`src/sv/bef_pkg.sv`:
```
// ----------------------------------------------------------------------------
// bef_pkg
// shared types, constants and helpers for the band envelope follower
// ----------------------------------------------------------------------------
package bef_pkg;

  localparam int LANES      = 4;
  localparam int BAND_W     = 2;
  localparam int LVL_W      = 16;
  localparam int HOLD_W     = 6;
  localparam int CFG_IDX_W  = 3;
  localparam int CFG_DATA_W = 64;
  localparam int PROD_W     = 32;

  localparam logic [LVL_W-1:0]  ONE_Q15   = 16'h8000;
  localparam logic [LVL_W-1:0]  EPS_LSB   = 16'd32;
  localparam logic [LVL_W-1:0]  RANGE_MIN = 16'd33;
  localparam logic [LVL_W-1:0]  RATE_MIN  = 16'd328;
  localparam logic [HOLD_W-1:0] HOLD_MAX  = 6'd60;
  localparam logic [PROD_W-1:0] CEIL_ADD  = 32'd32767;

  localparam logic [CFG_IDX_W-1:0] REG_THRESHOLDS = 3'd0;
  localparam logic [CFG_IDX_W-1:0] REG_GAINS      = 3'd1;
  localparam logic [CFG_IDX_W-1:0] REG_ATTACK     = 3'd2;
  localparam logic [CFG_IDX_W-1:0] REG_RELEASE    = 3'd3;
  localparam logic [CFG_IDX_W-1:0] REG_HOLD       = 3'd4;
  localparam logic [CFG_IDX_W-1:0] REG_ENABLE     = 3'd5;

  typedef enum logic [3:0] {
    ST_IDLE,
    ST_SETUP,
    ST_DIV,
    ST_GAIN,
    ST_SCALE,
    ST_HOLD,
    ST_MOVE,
    ST_APPLY,
    ST_NEXT,
    ST_DONE
  } state_t;

  typedef struct packed {
    logic             start;
    logic [LVL_W-1:0] num;
    logic [LVL_W-1:0] den;
  } div_req_t;

  typedef struct packed {
    logic             done;
    logic [LVL_W-1:0] quot;
  } div_rsp_t;

  function automatic logic [LVL_W-1:0] sat_one(input logic [LVL_W-1:0] v);
    sat_one = (v > ONE_Q15) ? ONE_Q15 : v;
  endfunction

  function automatic logic [LVL_W-1:0] clamp_rate(input logic [LVL_W-1:0] v);
    if (v < RATE_MIN) begin
      clamp_rate = RATE_MIN;
    end else begin
      clamp_rate = sat_one(v);
    end
  endfunction

endpackage

```
`src/sv/bef_div.sv`:
```
// ----------------------------------------------------------------------------
// bef_div
// restoring divider, one quotient bit a cycle: quot = floor(num * 2^15 / den)
// for num <= den, sixteen steps per division
// ----------------------------------------------------------------------------
module bef_div (
  input  logic              clk,
  input  logic              rst_n,
  input  bef_pkg::div_req_t req,
  output bef_pkg::div_rsp_t rsp
);

  logic                        busy_r, busy_nxt;
  logic                        done_r, done_nxt;
  logic [3:0]                  cnt_r, cnt_nxt;
  logic [bef_pkg::LVL_W:0]     rem_r, rem_nxt;
  logic [bef_pkg::LVL_W-1:0]   den_r, den_nxt;
  logic [bef_pkg::LVL_W-1:0]   quot_r, quot_nxt;
  logic                        ge;
  logic [bef_pkg::LVL_W:0]     rem_sub;

  always_comb begin
    ge       = (rem_r >= {1'b0, den_r});
    rem_sub  = ge ? (rem_r - {1'b0, den_r}) : rem_r;
    busy_nxt = busy_r;
    done_nxt = 1'b0;
    cnt_nxt  = cnt_r;
    rem_nxt  = rem_r;
    den_nxt  = den_r;
    quot_nxt = quot_r;
    if (req.start) begin
      busy_nxt = 1'b1;
      cnt_nxt  = 4'd15;
      rem_nxt  = {1'b0, req.num};
      den_nxt  = req.den;
      quot_nxt = '0;
    end else if (busy_r) begin
      quot_nxt = {quot_r[bef_pkg::LVL_W-2:0], ge};
      rem_nxt  = {rem_sub[bef_pkg::LVL_W-1:0], 1'b0};
      cnt_nxt  = cnt_r - 4'd1;
      if (cnt_r == 4'd0) begin
        busy_nxt = 1'b0;
        done_nxt = 1'b1;
      end
    end
  end

  always_ff @(posedge clk) begin
    if (!rst_n) begin
      busy_r <= 1'b0;
      done_r <= 1'b0;
      cnt_r  <= '0;
    end else begin
      busy_r <= busy_nxt;
      done_r <= done_nxt;
      cnt_r  <= cnt_nxt;
    end
    rem_r  <= rem_nxt;
    den_r  <= den_nxt;
    quot_r <= quot_nxt;
  end

  assign rsp.done = done_r;
  assign rsp.quot = quot_r;

endmodule

```
`src/sv/band_envelope_follower.sv`:
```
// ----------------------------------------------------------------------------
// band_envelope_follower
// four-band attack/release envelope follower with hold, one word per frame
//
// Each input word carries four band levels; the block walks the bands one
// after another and returns one word of four activations and a live flag.
// A disabled band goes from setup straight to the next band. An enabled
// band that needs no division (level at or below its threshold, or a narrow
// threshold range) passes setup, hold, move and apply; one above threshold
// also waits on the 16-step shared divider and passes gain and scale before
// hold. The other arithmetic goes through one shared 16x16 multiplier.
// in_tready is low from acceptance to the result word, so no word is taken
// mid-frame. The result sits in an output register, so the next word is
// taken while the previous result waits; a frame that finishes while that
// result is still waiting holds until it is taken.
// ----------------------------------------------------------------------------
module band_envelope_follower #(
  parameter int NUM_BANDS = 4
) (
  input  logic                             clk,
  input  logic                             rst_n,
  input  logic                             in_tvalid,
  output logic                             in_tready,
  // level_band0, level_band1, level_band2, level_band3
  input  logic [63:0]                      in_tdata,
  output logic                             out_tvalid,
  input  logic                             out_tready,
  // activation_band0..3, band_live, zero padding
  output logic [71:0]                      out_tdata,
  input  logic                             cfg_we,
  input  logic [bef_pkg::CFG_IDX_W-1:0]    cfg_index,
  input  logic [bef_pkg::CFG_DATA_W-1:0]   cfg_wdata
);

  localparam int LW = bef_pkg::LVL_W;
  localparam int HW = bef_pkg::HOLD_W;

  bef_pkg::state_t state_r, state_nxt;

  logic [63:0] thr_reg_r, gain_reg_r, att_reg_r, rel_reg_r;
  logic [23:0] hold_reg_r;
  logic [3:0]  en_reg_r;

  logic [LW-1:0] lvl_r   [bef_pkg::LANES];
  logic [LW-1:0] env_r   [bef_pkg::LANES];
  logic [HW-1:0] hold_r  [bef_pkg::LANES];

  logic [bef_pkg::BAND_W-1:0] band_r, band_nxt;
  logic                       any_r, any_nxt;
  logic [LW-1:0]              q_r, q_nxt;
  logic [LW-1:0]              tgt_r, tgt_nxt;
  logic                       rise_r, rise_nxt;
  logic [bef_pkg::PROD_W-1:0] prod_r, prod_nxt;
  logic                       out_tvalid_r, out_tvalid_nxt;
  logic [71:0]                out_tdata_r, out_tdata_nxt;

  logic                       env_we, hold_we;
  logic [LW-1:0]              env_wdata;
  logic [HW-1:0]              hold_wdata;

  logic          band_en;
  logic [LW-1:0] lvl_sat, thr_sat, gain_sat, att_c, rel_c, env_cur;
  logic [HW-1:0] hlen, hold_cur;
  logic [LW:0]   range_w;
  logic          go_div;
  logic [LW-1:0] mul_a, mul_b, diff;
  logic          rise;
  logic [17:0]   scaled;
  logic [LW-1:0] env_new;
  logic [bef_pkg::PROD_W-1:0] dec_sum;
  logic          out_free;

  bef_pkg::div_req_t div_req;
  bef_pkg::div_rsp_t div_rsp;

  bef_div u_div (
    .clk   (clk),
    .rst_n (rst_n),
    .req   (div_req),
    .rsp   (div_rsp)
  );

  // configuration registers
  always_ff @(posedge clk) begin
    if (!rst_n) begin
      thr_reg_r  <= 64'h2666266626662666;
      gain_reg_r <= 64'h4000400040004000;
      att_reg_r  <= 64'h5333533353335333;
      rel_reg_r  <= 64'h170A170A170A170A;
      hold_reg_r <= 24'h186186;
      en_reg_r   <= 4'h0;
    end else if (cfg_we) begin
      case (cfg_index)
        bef_pkg::REG_THRESHOLDS: thr_reg_r  <= cfg_wdata;
        bef_pkg::REG_GAINS:      gain_reg_r <= cfg_wdata;
        bef_pkg::REG_ATTACK:     att_reg_r  <= cfg_wdata;
        bef_pkg::REG_RELEASE:    rel_reg_r  <= cfg_wdata;
        bef_pkg::REG_HOLD:       hold_reg_r <= cfg_wdata[23:0];
        bef_pkg::REG_ENABLE:     en_reg_r   <= cfg_wdata[3:0];
        default: ;
      endcase
    end
  end

  // per-band operand selection
  always_comb begin
    band_en  = (int'(band_r) < NUM_BANDS) && en_reg_r[band_r];
    lvl_sat  = bef_pkg::sat_one(lvl_r[band_r]);
    thr_sat  = bef_pkg::sat_one(thr_reg_r[16*band_r +: 16]);
    gain_sat = bef_pkg::sat_one(gain_reg_r[16*band_r +: 16]);
    att_c    = bef_pkg::clamp_rate(att_reg_r[16*band_r +: 16]);
    rel_c    = bef_pkg::clamp_rate(rel_reg_r[16*band_r +: 16]);
    hlen     = hold_reg_r[6*band_r +: 6];
    if (hlen > bef_pkg::HOLD_MAX) begin
      hlen = bef_pkg::HOLD_MAX;
    end
    env_cur  = env_r[band_r];
    hold_cur = hold_r[band_r];
    range_w  = {1'b0, bef_pkg::ONE_Q15} - {1'b0, thr_sat};
    go_div   = (lvl_sat > thr_sat) && (range_w[LW-1:0] > bef_pkg::RANGE_MIN);
    rise     = (tgt_r > env_cur);
    diff     = rise ? (tgt_r - env_cur) : (env_cur - tgt_r);
    scaled   = prod_r[31:14];
    dec_sum  = prod_r + bef_pkg::CEIL_ADD;
    out_free = !out_tvalid_r || out_tready;
  end

  // next state
  always_comb begin
    state_nxt = state_r;
    case (state_r)
      bef_pkg::ST_IDLE: begin
        if (in_tvalid) state_nxt = bef_pkg::ST_SETUP;
      end
      bef_pkg::ST_SETUP: begin
        if (!band_en) begin
          state_nxt = bef_pkg::ST_NEXT;
        end else if (go_div) begin
          state_nxt = bef_pkg::ST_DIV;
        end else begin
          state_nxt = bef_pkg::ST_HOLD;
        end
      end
      bef_pkg::ST_DIV: begin
        if (div_rsp.done) state_nxt = bef_pkg::ST_GAIN;
      end
      bef_pkg::ST_GAIN:  state_nxt = bef_pkg::ST_SCALE;
      bef_pkg::ST_SCALE: state_nxt = bef_pkg::ST_HOLD;
      bef_pkg::ST_HOLD:  state_nxt = bef_pkg::ST_MOVE;
      bef_pkg::ST_MOVE:  state_nxt = bef_pkg::ST_APPLY;
      bef_pkg::ST_APPLY: state_nxt = bef_pkg::ST_NEXT;
      bef_pkg::ST_NEXT: begin
        if (band_r == bef_pkg::BAND_W'(bef_pkg::LANES - 1)) begin
          state_nxt = bef_pkg::ST_DONE;
        end else begin
          state_nxt = bef_pkg::ST_SETUP;
        end
      end
      bef_pkg::ST_DONE: begin
        if (out_free) state_nxt = bef_pkg::ST_IDLE;
      end
      default: state_nxt = bef_pkg::ST_IDLE;
    endcase
  end

  // datapath and outputs
  always_comb begin
    band_nxt       = band_r;
    any_nxt        = any_r;
    q_nxt          = q_r;
    tgt_nxt        = tgt_r;
    rise_nxt       = rise_r;
    prod_nxt       = prod_r;
    env_we         = 1'b0;
    hold_we        = 1'b0;
    env_wdata      = '0;
    hold_wdata     = '0;
    env_new        = '0;
    mul_a          = q_r;
    mul_b          = gain_sat;
    div_req.start  = 1'b0;
    div_req.num    = lvl_sat - thr_sat;
    div_req.den    = range_w[LW-1:0];
    out_tvalid_nxt = out_tvalid_r && !out_tready;
    out_tdata_nxt  = out_tdata_r;
    in_tready      = 1'b0;
    case (state_r)
      bef_pkg::ST_IDLE: begin
        in_tready = 1'b1;
        band_nxt  = '0;
        any_nxt   = 1'b0;
      end
      bef_pkg::ST_SETUP: begin
        tgt_nxt = '0;
        if (!band_en) begin
          env_we  = 1'b1;
          hold_we = 1'b1;
        end else if (go_div) begin
          div_req.start = 1'b1;
        end
      end
      bef_pkg::ST_DIV: begin
        if (div_rsp.done) q_nxt = div_rsp.quot;
      end
      bef_pkg::ST_GAIN: begin
        prod_nxt = {16'd0, mul_a} * {16'd0, mul_b};
      end
      bef_pkg::ST_SCALE: begin
        tgt_nxt = (scaled > {2'b00, bef_pkg::ONE_Q15}) ? bef_pkg::ONE_Q15 : scaled[LW-1:0];
      end
      bef_pkg::ST_HOLD: begin
        if (tgt_r > bef_pkg::EPS_LSB) begin
          hold_we    = 1'b1;
          hold_wdata = hlen;
        end else if (hold_cur != '0) begin
          hold_we    = 1'b1;
          hold_wdata = hold_cur - HW'(1);
          tgt_nxt    = env_cur;
        end
      end
      bef_pkg::ST_MOVE: begin
        mul_a    = diff;
        mul_b    = rise ? att_c : rel_c;
        rise_nxt = rise;
        prod_nxt = {16'd0, mul_a} * {16'd0, mul_b};
      end
      bef_pkg::ST_APPLY: begin
        if (rise_r) begin
          env_new = env_cur + prod_r[30:15];
        end else begin
          env_new = env_cur - dec_sum[30:15];
        end
        if (env_new < bef_pkg::RANGE_MIN) env_new = '0;
        env_we    = 1'b1;
        env_wdata = env_new;
        if (env_new > bef_pkg::EPS_LSB) any_nxt = 1'b1;
      end
      bef_pkg::ST_NEXT: begin
        band_nxt = band_r + bef_pkg::BAND_W'(1);
      end
      bef_pkg::ST_DONE: begin
        if (out_free) begin
          out_tvalid_nxt = 1'b1;
          out_tdata_nxt  = {7'd0, any_r, env_r[3], env_r[2], env_r[1], env_r[0]};
        end
      end
      default: ;
    endcase
  end

  always_ff @(posedge clk) begin
    if (!rst_n) begin
      state_r      <= bef_pkg::ST_IDLE;
      out_tvalid_r <= 1'b0;
      for (int i = 0; i < bef_pkg::LANES; i++) begin
        env_r[i]  <= '0;
        hold_r[i] <= '0;
      end
    end else begin
      state_r      <= state_nxt;
      out_tvalid_r <= out_tvalid_nxt;
      if (env_we) env_r[band_r] <= env_wdata;
      if (hold_we) hold_r[band_r] <= hold_wdata;
    end
    band_r      <= band_nxt;
    any_r       <= any_nxt;
    q_r         <= q_nxt;
    tgt_r       <= tgt_nxt;
    rise_r      <= rise_nxt;
    prod_r      <= prod_nxt;
    out_tdata_r <= out_tdata_nxt;
    if (in_tvalid && in_tready) begin
      for (int i = 0; i < bef_pkg::LANES; i++) begin
        lvl_r[i] <= in_tdata[16*i +: 16];
      end
    end
  end

  assign out_tvalid = out_tvalid_r;
  assign out_tdata  = out_tdata_r;

endmodule

```
`config.mk`:
```
export PLATFORM = sky130hd
export DESIGN_NAME = band_envelope_follower
export DESIGN_NICKNAME = d
export VERILOG_FILES = /design/src/sv/bef_pkg.sv /design/src/sv/bef_div.sv /design/src/sv/band_envelope_follower.sv
export SDC_FILE = /design/constraint.sdc
export NUM_CORES = 2
export LEC_CHECK = 0
export BUFFER_PORTS_ARGS = -buffer_cell sky130_fd_sc_hd__buf_2
export CORE_MARGIN = 5
export CORE_UTILIZATION = 30
export CTS_CLUSTER_DIAMETER = 150
export DETAILED_ROUTE_END_ITERATION = 16
export REMOVE_ABC_BUFFERS = 1
export SLEW_MARGIN = 40
export SYNTH_ARGS = -nofsm -noshare
export SYNTH_HDL_FRONTEND = slang
export SYNTH_SLANG_ARGS = --single-unit
```
`constraint.sdc`:
```
create_clock -name clk -period 18.5 [get_ports clk]
set_clock_uncertainty 0.15 [all_clocks]
set_input_delay 1.85 -clock clk [delete_from_list [all_inputs] [get_ports clk]]
set_output_delay 1.85 -clock clk [all_outputs]
set_load 0.01 [all_outputs]
```
==> flow_metrics.py <==
metrics = {
    "run_status": {
        "status": "complete, no violations",
    },
    "setup_path": {
        "r2r_cells": 38,
        "slowest_stage": "nand2_1",
        "r2r-end": "prod_r[31]",
        "critPathLaunchType": "flop",
        "r2r_slack_ps": 6510,
        "cp-endpoint": "prod_r[31]",
        "path_class": "flop to flop",
        "worst_ep_required_time_ps": 18730,
        "cp_slowest_stage_delay_ps": 800,
        "path_max_fanout": 27,
        "cp.arrival_ps": 12210,
        "critPathCaptureType": "flop",
    },
    "worst_hold_path": {
        "min_path_type": "flop to flop",
    },
    "sta": {
        "slew_viol_final": 0,
        "worstMarginPinSlew_ps": 893,
        "hold_viol": 0,
        "post-route-min-period_ps": 11990,
        "tns_ps": 0,
        "fin_ws_ps": 6510,
        "finalSetupViolCount": 0,
        "maxSlewHeadroom_pct": 40.5,
        "period_share_pct": 64.8,
        "max_clock_freq_mhz": 83.4,
        "rsz0062_at_grt": "no",
    },
    "yosys": {
        "synth_cells": 4918,
        "yosysMostFrequentCell": "nand2_1",
        "synth.distinct_cells": 92,
        "synth_top_cell_by_area": "edfxtp_1",
        "synth_top_cells_by_area": "edfxtp_1 (20%), fa_1 (17%), dfxtp_1 (13%)",
        "synthSimpleGateAreaFrac_pct": 17.4,
        "synth_fa_ha_area_share_pct": 24.6,
        "synth_xor_area_share_pct": 2.58,
        "synth_compound_area_share_pct": 8.59,
        "synthTopCellsByCount": "nand2_1 (1025), inv_1 (556), fa_1 (393)",
        "yosys_warnings": 0,
        "ys_seq_area_share_pct": 33.7,
        "synth.top_cell.area_share_pct": 20.3,
        "syn_area_per_cell_um2": 9.53,
        "synth_area_um2": 46800,
        "ys_ff_latch": 631,
        "synth_edf_count": 317,
        "yosys_most_used_dff": "edfxtp_1",
        "async_flop_share_pct": 0,
        "synth_mux_area_share_pct": 6.41,
        "synth_top_family_by_area": "adder cells",
    },
    "route": {
        "finalWirelength_um": 135000,
        "vias": 35822,
        "route.met3.wl_um": 11100,
        "wl_per_cell_um": 18.9,
        "drc_errors": 0,
        "met1_length_um": 59500,
        "wl_met2_um": 61200,
        "top_layer": "met5",
        "drt_iter0_drc": 2789,
        "viasPerCell": 5.02,
        "ant_nets": 0,
        "dr.pass1.iters": 6,
    },
    "final_layout": {
        "layout-area-overhead-vs-synth_pct": 12.1,
        "regArea_um2": 15800,
        "final_util_pct": 33.7,
        "final_area_um2": 52500,
        "nFillCells": 16030,
        "drive_gt1_share_pct": 11.1,
        "multi_input_area_um2": 28200,
        "nNetsFinal": 5842,
    },
    "clock_tree": {
        "cts_root_buffer": "clkbuf_16",
        "cts_buffers": 71,
        "cts_setup_buffers": 0,
        "clock_latency_ps": 670,
        "clk_path_buf_depth": 3,
        "htreeDepth": 3,
        "clock_sinks": 631,
        "clk_pin_slew_ps": 70,
        "cts-hold-fix-buffers": 0,
        "cts_resized": 0,
        "cts_tree": "yes",
    },
    "placement": {
        "dpl_worst_slack_ps": 6180,
        "io_buffers": 202,
        "dp.final_hpwl_um": 102000,
        "place_congestion": 0.900,
        "place_area_um2": 50100,
    },
    "global_route": {
        "grt_pass1_vias": 35848,
        "grt.overflow.total": 0,
        "grtUsageTotal_pct": 16.2,
        "grt_pass1_wl_um": 209000,
        "grt_max_degree": 95,
        "antenna_found_initial": 10,
    },
    "job": {
        "drv_cap": 0,
    },
    "floorplanning": {
        "start_util_pct": 30.1,
        "core_area_um2": 156000,
        "dieArea_um2": 164000,
        "ios": 210,
        "die_w_um": 405,
        "num_rows": 145,
        "dieHeight_um": 405,
    },
}
how the worst min path moves through the flow:
stage                     cells past startpoint             start             to  slack [ps]
after detailed placement                      0  u_div.quot_r[15]        q_r[15]         270
after global placement                        0  u_div.quot_r[15]        q_r[15]         270
final                                         0  u_div.quot_r[15]        q_r[15]         280
after CTS                                     0  u_div.quot_r[15]        q_r[15]         290
after global routing                          0       env_r[0][0]   out_tdata[0]         310
after floorplan                               0             any_r  out_tdata[64]         250
stage by stage:
stage	hold WS (ps)	std cells
final	283	7137
after global placement	270	6998
after global routing	308	7134
after floorplan	250	4684
after detailed placement	271	7002
after CTS	285	7130
cell type report:
| cell class | instances | area share (%) |
|---|---|---|
| Antenna cell | 4 | 0.0191 |
| Clock buffer | 96 | 3.68 |
| Clock inverter | 32 | 0.791 |
| Inverter | 558 | 4.00 |
| Multi-Input combinational cell | 3495 | 53.7 |
| Sequential cell | 631 | 30.1 |
| Tap cell | 2058 | 4.90 |
| Timing Repair Buffer | 263 | 2.86 |
worst max-delay path, delay by kind of cell (launching register included):
family	cells	cell delay, ps
compound gates	13	2760
buf+inv	10	1820
simple gates	5	2050
xor+xnor	1	130
fa+ha+maj	8	3760
mux	1	470
flops	1	510
sequential cells by signal, summed over array words and instances (netlist names), 17 cells and up, named ones only:
signal       cells
gain_reg_r      64
hold_reg_r      24
prod_r          32
hold_r          24
out_tdata       65
att_reg_r       64
u_div.rem_r     17
rel_reg_r       64
thr_reg_r       64
lvl_r           64
env_r           64
logic make-up after synthesis:
logic type | after synthesis
other | 1
XOR/XNOR | 138
multiplexers | 166
buffers and inverters | 798
adder cells (fa/ha/maj) | 686
AND/OR/NAND/NOR | 1849
flip-flops | 631
AO/OA/AOI/OAI | 649
per-layer routing:
metal	GRT usage, %	vias up
li1	-	16565
met2	25.9	1259
met5	0	-
met3	3.61	197
met1	22.5	17799
met4	3.75	2
layout by cell type, fill, tap and decap left out, types with 65 or more instances in the layout:
cell type  count
fa_1         393
nand3_1      148
dfxtp_1      311
clkbuf_16     72
mux4_2       107
buf_2        206
ha_1         293
nand2_1     1020
and2_1       100
xnor2_1       79
edfxtp_1     317
inv_1        555
nor2_1       269
nor3_1        65
a21oi_1      307
o21ai_0      101
Power is not shown: default switching activity piles up to over one toggle a cycle in this logic, so the estimate is an artifact.
